$ cat config.mk
export PLATFORM = sky130hd
export DESIGN_NAME = addressed_frame_occupancy_counter_top_flat
export DESIGN_NICKNAME = d
export VERILOG_FILES = /design/src/design/afoc_pkg.sv /design/src/design/afoc_in_if.sv /design/src/design/afoc_out_if.sv /design/src/design/addressed_frame_occupancy_counter_top.sv /design/src/flat_wrapper.sv
export VERILOG_INCLUDE_DIRS = /design/src /design/src/design
export SDC_FILE = /design/constraint.sdc
export NUM_CORES = 1
export LEC_CHECK = 0
export ABC_AREA = 1
export BUFFER_PORTS_ARGS = -buffer_cell sky130_fd_sc_hd__buf_2
export CORE_AREA = 3 3 130 132
export CTS_CLUSTER_DIAMETER = 40
export DETAILED_ROUTE_END_ITERATION = 10
export DIE_AREA = 0 0 133 135
export PLACE_DENSITY_LB_ADDON = 0.08
export REMOVE_ABC_BUFFERS = 1
export SLEW_MARGIN = 5
export SYNTH_ARGS = -nofsm -noshare
export SYNTH_HDL_FRONTEND = slang
export SYNTH_SLANG_ARGS = --single-unit
$ cat constraint.sdc
create_clock -name clk -period 8.2 [get_ports clk]
set_input_delay 0 -clock clk [delete_from_list [all_inputs] [get_ports clk]]
set_output_delay 0 -clock clk [all_outputs]
set_load 0.01 [all_outputs]
$ cat src/design/addressed_frame_occupancy_counter_top_macros.svh
// Assertion macros for the addressed frame occupancy counter.
`ifndef ADDRESSED_FRAME_OCCUPANCY_COUNTER_TOP_MACROS_SVH
`define ADDRESSED_FRAME_OCCUPANCY_COUNTER_TOP_MACROS_SVH

// same-cycle implication, checked out of reset
`define AFOC_ASSERT_NOW(label, ante, cons) \
  label: assert property (@(posedge clk) disable iff (!rst_n) (ante) |-> (cons)) \
    else $error("afoc check failed");

// next-cycle implication, checked out of reset
`define AFOC_ASSERT_NEXT(label, ante, cons) \
  label: assert property (@(posedge clk) disable iff (!rst_n) (ante) |=> (cons)) \
    else $error("afoc check failed");

`endif

$ cat src/design/afoc_pkg.sv
// Package: codes, reset values and types for the addressed frame occupancy counter.
`timescale 1ns / 1ps
package afoc_pkg;

  localparam int unsigned BYTE_W  = 8;
  localparam int unsigned CMD_W   = 2;
  localparam int unsigned CNT_W   = 7;
  localparam int unsigned DIGIT_W = 4;
  localparam int unsigned EV_W    = 3;
  localparam int unsigned CFG_IDX_W = 3;

  localparam logic [CNT_W-1:0] COUNT_TOP = 7'd99;

  // tens digit by reciprocal: (x * 103) >> 10 is exact for x below 100
  localparam int unsigned TENS_MUL   = 103;
  localparam int unsigned TENS_SHIFT = 10;
  localparam int unsigned TENS_PROD_W = 14;

  localparam logic [BYTE_W-1:0] START_ADDR_RST = 8'h44;
  localparam logic [BYTE_W-1:0] END_ADDR_RST   = 8'h55;
  localparam logic [BYTE_W-1:0] ENTER_ADDR_RST = 8'h33;
  localparam logic [BYTE_W-1:0] LEAVE_ADDR_RST = 8'h22;
  localparam logic [BYTE_W-1:0] CMD_ON_RST     = 8'h11;

  typedef enum logic [CMD_W-1:0] {
    CMD_BYTE  = 2'd0,
    CMD_START = 2'd1,
    CMD_END   = 2'd2,
    CMD_SPARE = 2'd3
  } cmd_t;

  typedef enum logic [1:0] {
    POS_ADDR  = 2'd0,
    POS_DATA  = 2'd1,
    POS_CHECK = 2'd2
  } pos_t;

  typedef enum logic [EV_W-1:0] {
    EV_INCOMPLETE = 3'd0,
    EV_BAD_CHECK  = 3'd1,
    EV_START      = 3'd2,
    EV_END        = 3'd3,
    EV_COUNT      = 3'd4,
    EV_ZERO       = 3'd5,
    EV_STANDBY    = 3'd6,
    EV_NONE       = 3'd7
  } ev_t;

  typedef enum logic [CFG_IDX_W-1:0] {
    CFG_START_ADDR = 3'd0,
    CFG_END_ADDR   = 3'd1,
    CFG_ENTER_ADDR = 3'd2,
    CFG_LEAVE_ADDR = 3'd3,
    CFG_CMD_ON     = 3'd4
  } cfg_idx_t;

endpackage

$ cat src/design/afoc_in_if.sv
// Input channel interface: command and received byte.
`timescale 1ns / 1ps
interface afoc_in_if;
  logic                            valid;
  logic                            ready;
  logic [afoc_pkg::CMD_W-1:0]      command;
  logic [afoc_pkg::BYTE_W-1:0]     rx_byte;

  modport source (output valid, output command, output rx_byte, input ready);
  modport sink   (input valid, input command, input rx_byte, output ready);
endinterface

$ cat src/design/afoc_out_if.sv
// Result channel interface: lamps, occupancy digits and event code.
`timescale 1ns / 1ps
interface afoc_out_if;
  logic                            valid;
  logic                            ready;
  logic                            start_lamp;
  logic                            end_lamp;
  logic                            occupied;
  logic [afoc_pkg::DIGIT_W-1:0]    count_ones;
  logic [afoc_pkg::DIGIT_W-1:0]    count_tens;
  logic [afoc_pkg::EV_W-1:0]       event_res;

  modport source (output valid, output start_lamp, output end_lamp, output occupied,
                  output count_ones, output count_tens, output event_res, input ready);
  modport sink   (input valid, input start_lamp, input end_lamp, input occupied,
                  input count_ones, input count_tens, input event_res, output ready);
endinterface

$ cat src/design/addressed_frame_occupancy_counter_top.sv
// Top level: frame decoder, lamp control and saturating occupancy counter.
//
//   channel  | dir | payload                                    | handshake
//   in_ch    | in  | command, rx_byte                           | valid/ready
//   out_ch   | out | start_lamp, end_lamp, occupied, digits, ev  | valid/ready
//   cfg_*    | in  | cfg_index, cfg_data                        | cfg_we
//
// One word per cycle sustained while out_ch.ready holds; a stalled result holds the flow.
// Input register feeds one pass of compare/count logic into the result register.
// in_ch.ready stays high while the input register can move on; a stalled result
// still leaves room for one more word in the input register.
// Synchronous active-low reset: lamps on, count zero, frame position at address.
`timescale 1ns / 1ps
`include "addressed_frame_occupancy_counter_top_macros.svh"
module addressed_frame_occupancy_counter_top (
  input  logic                                clk,
  input  logic                                rst_n,
  afoc_in_if.sink                             in_ch,
  afoc_out_if.source                          out_ch,
  input  logic                                cfg_we,
  input  logic [afoc_pkg::CFG_IDX_W-1:0]      cfg_index,
  input  logic [afoc_pkg::BYTE_W-1:0]         cfg_data
);

  // configuration
  logic [afoc_pkg::BYTE_W-1:0] start_addr_r, end_addr_r, enter_addr_r, leave_addr_r, cmd_on_r;

  // input register
  logic                        s1_valid_r;
  afoc_pkg::cmd_t              s1_cmd_r;
  logic [afoc_pkg::BYTE_W-1:0] s1_byte_r;

  // block state
  afoc_pkg::pos_t              pos_r, pos_nxt;
  logic [afoc_pkg::BYTE_W-1:0] held_addr_r, held_addr_nxt;
  logic [afoc_pkg::BYTE_W-1:0] held_data_r, held_data_nxt;
  logic [afoc_pkg::CNT_W-1:0]  occ_r, occ_nxt;
  logic                        start_lamp_r, start_lamp_nxt;
  logic                        end_lamp_r, end_lamp_nxt;
  afoc_pkg::ev_t               ev_nxt;

  // result register
  logic                          out_valid_r;
  logic                          out_start_r, out_end_r, out_occ_r;
  logic [afoc_pkg::DIGIT_W-1:0]  out_ones_r, out_tens_r;
  afoc_pkg::ev_t                 out_ev_r;

  logic                              advance, in_ready;
  logic [afoc_pkg::BYTE_W:0]         frame_sum;
  logic [afoc_pkg::TENS_PROD_W-1:0]  tens_prod;
  logic [afoc_pkg::DIGIT_W-1:0]      tens_nxt, ones_nxt;
  logic [afoc_pkg::CNT_W-1:0]        tens_x10;

  assign advance  = !out_valid_r || out_ch.ready;
  assign in_ready = !s1_valid_r || advance;
  assign in_ch.ready = in_ready;

  always_ff @(posedge clk) begin
    if (!rst_n) begin
      start_addr_r <= afoc_pkg::START_ADDR_RST;
      end_addr_r   <= afoc_pkg::END_ADDR_RST;
      enter_addr_r <= afoc_pkg::ENTER_ADDR_RST;
      leave_addr_r <= afoc_pkg::LEAVE_ADDR_RST;
      cmd_on_r     <= afoc_pkg::CMD_ON_RST;
    end else if (cfg_we) begin
      case (cfg_index)
        afoc_pkg::CFG_START_ADDR: start_addr_r <= cfg_data;
        afoc_pkg::CFG_END_ADDR:   end_addr_r   <= cfg_data;
        afoc_pkg::CFG_ENTER_ADDR: enter_addr_r <= cfg_data;
        afoc_pkg::CFG_LEAVE_ADDR: leave_addr_r <= cfg_data;
        afoc_pkg::CFG_CMD_ON:     cmd_on_r     <= cfg_data;
        default: ;
      endcase
    end
  end

  always_ff @(posedge clk) begin
    if (!rst_n) begin
      s1_valid_r <= 1'b0;
    end else if (in_ready) begin
      s1_valid_r <= in_ch.valid;
    end
  end

  always_ff @(posedge clk) begin
    if (in_ready && in_ch.valid) begin
      s1_cmd_r  <= afoc_pkg::cmd_t'(in_ch.command);
      s1_byte_r <= in_ch.rx_byte;
    end
  end

  assign frame_sum = {1'b0, held_addr_r} + {1'b0, held_data_r};

  always_comb begin
    pos_nxt        = pos_r;
    held_addr_nxt  = held_addr_r;
    held_data_nxt  = held_data_r;
    occ_nxt        = occ_r;
    start_lamp_nxt = start_lamp_r;
    end_lamp_nxt   = end_lamp_r;
    ev_nxt         = afoc_pkg::EV_NONE;
    case (s1_cmd_r)
      afoc_pkg::CMD_BYTE: begin
        case (pos_r)
          afoc_pkg::POS_ADDR: begin
            held_addr_nxt = s1_byte_r;
            pos_nxt       = afoc_pkg::POS_DATA;
            ev_nxt        = afoc_pkg::EV_INCOMPLETE;
          end
          afoc_pkg::POS_DATA: begin
            held_data_nxt = s1_byte_r;
            pos_nxt       = afoc_pkg::POS_CHECK;
            ev_nxt        = afoc_pkg::EV_INCOMPLETE;
          end
          default: begin
            pos_nxt = afoc_pkg::POS_ADDR;
            if ({1'b0, s1_byte_r} != frame_sum) begin
              ev_nxt = afoc_pkg::EV_BAD_CHECK;
            end else if (held_data_r == cmd_on_r) begin
              // matching actions all apply; the last one names the event
              if (held_addr_r == start_addr_r) begin
                start_lamp_nxt = 1'b1;
                ev_nxt         = afoc_pkg::EV_START;
              end
              if (held_addr_r == end_addr_r) begin
                end_lamp_nxt = 1'b1;
                ev_nxt       = afoc_pkg::EV_END;
              end
              if (held_addr_r == enter_addr_r) begin
                if (occ_r < afoc_pkg::COUNT_TOP) begin
                  occ_nxt = occ_r + afoc_pkg::CNT_W'(1);
                end
                ev_nxt = afoc_pkg::EV_COUNT;
              end
              if (held_addr_r == leave_addr_r) begin
                if (occ_nxt != '0) begin
                  occ_nxt = occ_nxt - afoc_pkg::CNT_W'(1);
                  ev_nxt  = afoc_pkg::EV_COUNT;
                end else begin
                  ev_nxt = afoc_pkg::EV_ZERO;
                end
              end
            end
          end
        endcase
      end
      afoc_pkg::CMD_START: begin
        start_lamp_nxt = !start_lamp_r;
        ev_nxt = start_lamp_nxt ? afoc_pkg::EV_START : afoc_pkg::EV_STANDBY;
      end
      afoc_pkg::CMD_END: begin
        end_lamp_nxt = !end_lamp_r;
        ev_nxt = end_lamp_nxt ? afoc_pkg::EV_END : afoc_pkg::EV_STANDBY;
      end
      default: ;
    endcase
  end

  assign tens_prod = afoc_pkg::TENS_PROD_W'(occ_nxt) * afoc_pkg::TENS_PROD_W'(afoc_pkg::TENS_MUL);
  assign tens_nxt  = tens_prod[afoc_pkg::TENS_SHIFT +: afoc_pkg::DIGIT_W];
  assign tens_x10  = afoc_pkg::CNT_W'({tens_nxt, 3'b000}) + afoc_pkg::CNT_W'({tens_nxt, 1'b0});
  assign ones_nxt  = afoc_pkg::DIGIT_W'(occ_nxt - tens_x10);

  always_ff @(posedge clk) begin
    if (!rst_n) begin
      pos_r        <= afoc_pkg::POS_ADDR;
      held_addr_r  <= '0;
      held_data_r  <= '0;
      occ_r        <= '0;
      start_lamp_r <= 1'b1;
      end_lamp_r   <= 1'b1;
      out_valid_r  <= 1'b0;
    end else if (advance) begin
      out_valid_r <= s1_valid_r;
      if (s1_valid_r) begin
        pos_r        <= pos_nxt;
        held_addr_r  <= held_addr_nxt;
        held_data_r  <= held_data_nxt;
        occ_r        <= occ_nxt;
        start_lamp_r <= start_lamp_nxt;
        end_lamp_r   <= end_lamp_nxt;
      end
    end
  end

  always_ff @(posedge clk) begin
    if (advance && s1_valid_r) begin
      out_start_r <= start_lamp_nxt;
      out_end_r   <= end_lamp_nxt;
      out_occ_r   <= (occ_nxt != '0);
      out_ones_r  <= ones_nxt;
      out_tens_r  <= tens_nxt;
      out_ev_r    <= ev_nxt;
    end
  end

  assign out_ch.valid      = out_valid_r;
  assign out_ch.start_lamp = out_start_r;
  assign out_ch.end_lamp   = out_end_r;
  assign out_ch.occupied   = out_occ_r;
  assign out_ch.count_ones = out_ones_r;
  assign out_ch.count_tens = out_tens_r;
  assign out_ch.event_res  = out_ev_r;

  `AFOC_ASSERT_NOW(a_count_cap, 1'b1, occ_r <= afoc_pkg::COUNT_TOP)
  `AFOC_ASSERT_NOW(a_pos_legal, 1'b1, pos_r != 2'd3)
  `AFOC_ASSERT_NOW(a_digits_ok, out_valid_r,
    (out_ones_r <= 4'd9) && (out_tens_r <= 4'd9) && (out_occ_r == ((out_ones_r != '0) || (out_tens_r != '0))))
  `AFOC_ASSERT_NEXT(a_frame_wrap,
    advance && s1_valid_r && (s1_cmd_r == afoc_pkg::CMD_BYTE) && (pos_r == afoc_pkg::POS_CHECK),
    pos_r == afoc_pkg::POS_ADDR)
  `AFOC_ASSERT_NEXT(a_stall_holds_state, !advance, $stable(occ_r) && $stable(pos_r))

endmodule

$ cat src/flat_wrapper.sv
// flat-port wrapper written by rule: the top's interface ports become plain ports
module addressed_frame_occupancy_counter_top_flat 
  (clk, rst_n, cfg_we, cfg_index, cfg_data, in_ch_valid, in_ch_command, in_ch_rx_byte, in_ch_ready, out_ch_valid, out_ch_start_lamp, out_ch_end_lamp, out_ch_occupied, out_ch_count_ones, out_ch_count_tens, out_ch_event_res, out_ch_ready);
  afoc_in_if in_ch_i ();
  afoc_out_if out_ch_i ();
  input  logic clk;
  input  logic rst_n;
  input  logic cfg_we;
  input  logic [afoc_pkg::CFG_IDX_W-1:0] cfg_index;
  input  logic [afoc_pkg::BYTE_W-1:0] cfg_data;
  input wire logic [$bits(in_ch_i.valid)-1:0] in_ch_valid;
  input wire logic [$bits(in_ch_i.command)-1:0] in_ch_command;
  input wire logic [$bits(in_ch_i.rx_byte)-1:0] in_ch_rx_byte;
  output wire logic [$bits(in_ch_i.ready)-1:0] in_ch_ready;
  output wire logic [$bits(out_ch_i.valid)-1:0] out_ch_valid;
  output wire logic [$bits(out_ch_i.start_lamp)-1:0] out_ch_start_lamp;
  output wire logic [$bits(out_ch_i.end_lamp)-1:0] out_ch_end_lamp;
  output wire logic [$bits(out_ch_i.occupied)-1:0] out_ch_occupied;
  output wire logic [$bits(out_ch_i.count_ones)-1:0] out_ch_count_ones;
  output wire logic [$bits(out_ch_i.count_tens)-1:0] out_ch_count_tens;
  output wire logic [$bits(out_ch_i.event_res)-1:0] out_ch_event_res;
  input wire logic [$bits(out_ch_i.ready)-1:0] out_ch_ready;
  assign in_ch_i.valid = in_ch_valid;
  assign in_ch_i.command = in_ch_command;
  assign in_ch_i.rx_byte = in_ch_rx_byte;
  assign in_ch_ready = in_ch_i.ready;
  assign out_ch_valid = out_ch_i.valid;
  assign out_ch_start_lamp = out_ch_i.start_lamp;
  assign out_ch_end_lamp = out_ch_i.end_lamp;
  assign out_ch_occupied = out_ch_i.occupied;
  assign out_ch_count_ones = out_ch_i.count_ones;
  assign out_ch_count_tens = out_ch_i.count_tens;
  assign out_ch_event_res = out_ch_i.event_res;
  assign out_ch_i.ready = out_ch_ready;
  addressed_frame_occupancy_counter_top u_core (.clk(clk), .rst_n(rst_n), .in_ch(in_ch_i), .out_ch(out_ch_i), .cfg_we(cfg_we), .cfg_index(cfg_index), .cfg_data(cfg_data));
endmodule
==> qor.yml <==
yosys:
  synth-main-ff-cell: "dfxtp_1"
  synth-compound-area-share: 0.107
  yosysWarnings: 0
  synth-simple-area-share: 0.274
  syn_inst: 849
  synth-xor-area-share: 0.0500
  ys_types: 42
  synthAdderAreaFrac: 0.142
  synth_edf_count: 24
  synthMuxAreaShare: 0
  seq_area_frac_synth: 0.333
  synth_top_family_by_area: "simple AND/OR/NAND/NOR gates"
  synth_area_um2: 6310
  syn_area_per_cell_um2: 7.43
  async_flop_share: 0
  ys_ff_latch: 93
setup_path:
  critPathSlowestCell: "fa_1"
  path_common_cell: "nand2_1"
  endpoint_kind: "flop"
  worstRegToRegCells: 35
  required_ps: 8310
  critical-path-max-stage-delay_ps: 490
  worst-path-max-fanout: 12
  arrival_ps: 6730
  critPathKind: "flop to flop"
  critPathLaunchType: "flop"
  path_buf_inv: 4
  path_delay_family: "adder cells"
  crit_cells: 35
die:
  start_util: 0.398
  fp.coreArea_um2: 15800
  pin_count: 42
  dieArea_um2: 18000
  fp.dieH_um: 135
  die-width_um: 133
  std_cell_rows: 46
grt:
  grt_use_met2: 0.301
  grt_use_met3: 0.0257
  grtUsageTotal: 0.184
  met1_usage: 0.249
  grt_pass1_vias: 5338
  grt_overflow: 0
  antenna_found_initial: 0
  grt_pass1_wl_um: 26500
  grt-busiest-layer: "met2"
  grt_max_degree: 59
timing:
  timing.final.crit_share: 0.808
  tns_ps: 0
  min_period_ps: 6620
  clock_skew_ps: 8.85
  slew_headroom: 0.414
  max_slew.worst_pin.slew_ps: 872
  worst_slack_ps: 1580
  slew_viol_final: 0
  max_freq_ghz: 0.151
  whs_ps: 72.5
  finalSetupViolCount: 0
  grt_setup_unrepaired: "false"
  final_hold_viol_count: 0
route:
  ant_nets: 0
  dr.pass1.iters: 7
  drc: 0
  wl_per_cell_um: 14.1
  viasPerCell: 4.86
  drtIter0Drc: 327
  num_vias: 5483
  routed_wl_um: 15900
layout:
  area_growth_pct: 14.5
  antenna_cells: 0
  fin_area_um2: 7220
  fin_nets: 999
  drive_gt1_frac: 0.143
placed_design:
  place_ws_ps: 1640
  placed_area_um2: 6720
  routabilityCongestion: 0.893
  portBuffers: 41
  dp_hpwl_um: 12200
cts:
  clkTransAtPathRegs_ps: 70
  cts_tree: "built"
  cts_post_setup_buffers_inserted: 0
  cts_made_buffers: 9
  ctsResizeCount: 0
  postCtsHoldBufs: 20
  insertion_delay_ps: 360
  cts_root_buffer: "clkbuf_16"
  cts.sinks: 93
  cts_max_path_buffers: 2
  ctsHtreeMaxLevel: 3
run:
  drv_cap: 0
power_and_ir_drop:
  max-vdd-ir-drop_mv: 0.0938
  p_total_mw: 1.17
  cellPowerDensity_nw_per_um2: 161
  power_leakage_nw: 3.60
min_path:
  hp-class: "primary input to flop"
  hold-path-cell-count: 4
outcome:
  status: "finished, final reports clean"
cells in the final DEF (no fill, tap or decap), types with 4 or more instances in the layout:
cell / count
o21ai_0: 60
buf_2: 41
or2_2: 11
o211ai_1: 4
xnor2_1: 22
nand3_1: 45
nand2_1: 198
clkbuf_16: 10
dfxtp_1: 69
clkinv_1: 4
nand3_2: 6
inv_1: 115
inv_2: 17
ha_1: 57
nor2_2: 9
a21oi_1: 51
fa_1: 9
nand2_4: 4
nand4_1: 12
edfxtp_1: 24
nor2_1: 63
o21ai_1: 4
nand2_2: 13
xor2_1: 14
dlygate4sd3_1: 20
per-stage QoR:
step,std cells,utilization
after floorplan,833,-
after global placement,1092,0.425
after detailed placement,1092,0.425
after CTS,1128,0.456
after global routing,1128,0.456
final,1128,0.456
logic make-up (layout without fill, tap and decap cells):
family	after synthesis	count (layout)
AND/OR/NAND/NOR	375	375
flip-flops	93	93
buffers and inverters	153	216
AO/OA/AOI/OAI	126	126
XOR/XNOR	36	36
adder cells (fa/ha/maj)	66	66
metal layers:
layer,part of all wire,wire [um]
met1,0.48,7660
met3,0.032,508
met5,0,0
met2,0.46,7350
met4,0.022,357
layout make-up:
type / count / area [um2]
fillers: 1554 / 8600
multi-input cells: 603 / 3610
flip-flops and latches: 93 / 2100
inverters: 137 / 515
repair buffers: 63 / 420
well taps: 216 / 270
clock buffers: 10 / 250
clock inverters: 6 / 50.0
synth_stat cells, types with 13 or more instances:
cell	n	area (um2)
a21oi_1	51	255
dfxtp_1	69	1380
edfxtp_1	24	721
ha_1	57	713
inv_1	115	432
inv_2	17	63.8
nand2_1	198	743
nand2_2	13	81.3
nand3_1	45	225
nor2_1	64	240
o21ai_0	60	300
xnor2_1	22	193
xor2_1	14	123
flip-flops by register name (all words and copies together), names as in the netlist, 7 cells and up:
register             count
u_core.s1_byte_r         8
u_core.enter_addr_r      8
u_core.leave_addr_r      8
u_core.start_addr_r      8
u_core.cmd_on_r          8
u_core.occ_r             7
u_core.end_addr_r        8
u_core.held_addr_r       8
u_core.held_data_r       8
worst paths after layout:
kind	from	to	slack (ps)
worst min-delay path	cfg_index[1]	u_core.end_addr_r[4]	70
worst min register to register	u_core.enter_addr_r[2]	u_core.enter_addr_r[2]	470
worst max-delay path	u_core.held_addr_r[0]	u_core.out_ch.count_ones[3]	1580
worst max register to register	u_core.held_addr_r[0]	u_core.out_ch.count_ones[3]	1580
worst reg2reg max path, delay by kind of cell (launching register included):
family / cells / cell delay, ps
AND/OR/NAND/NOR: 20 / 2320
AO/OA/AOI/OAI: 3 / 510
adder cells (fa/ha/maj): 7 / 2620
XOR/XNOR: 1 / 190
buffers and inverters: 4 / 360
flip-flops: 1 / 390
where the power goes:
part | switching [mW] | internal, mW | leakage [nW]
clock network | 0.200 | 0.229 | 0.147
registers | 0.0181 | 0.495 | 0.791
logic | 0.135 | 0.0883 | 2.66
total | 0.353 | 0.812 | 3.60
Power figures use the tool's default switching activity.
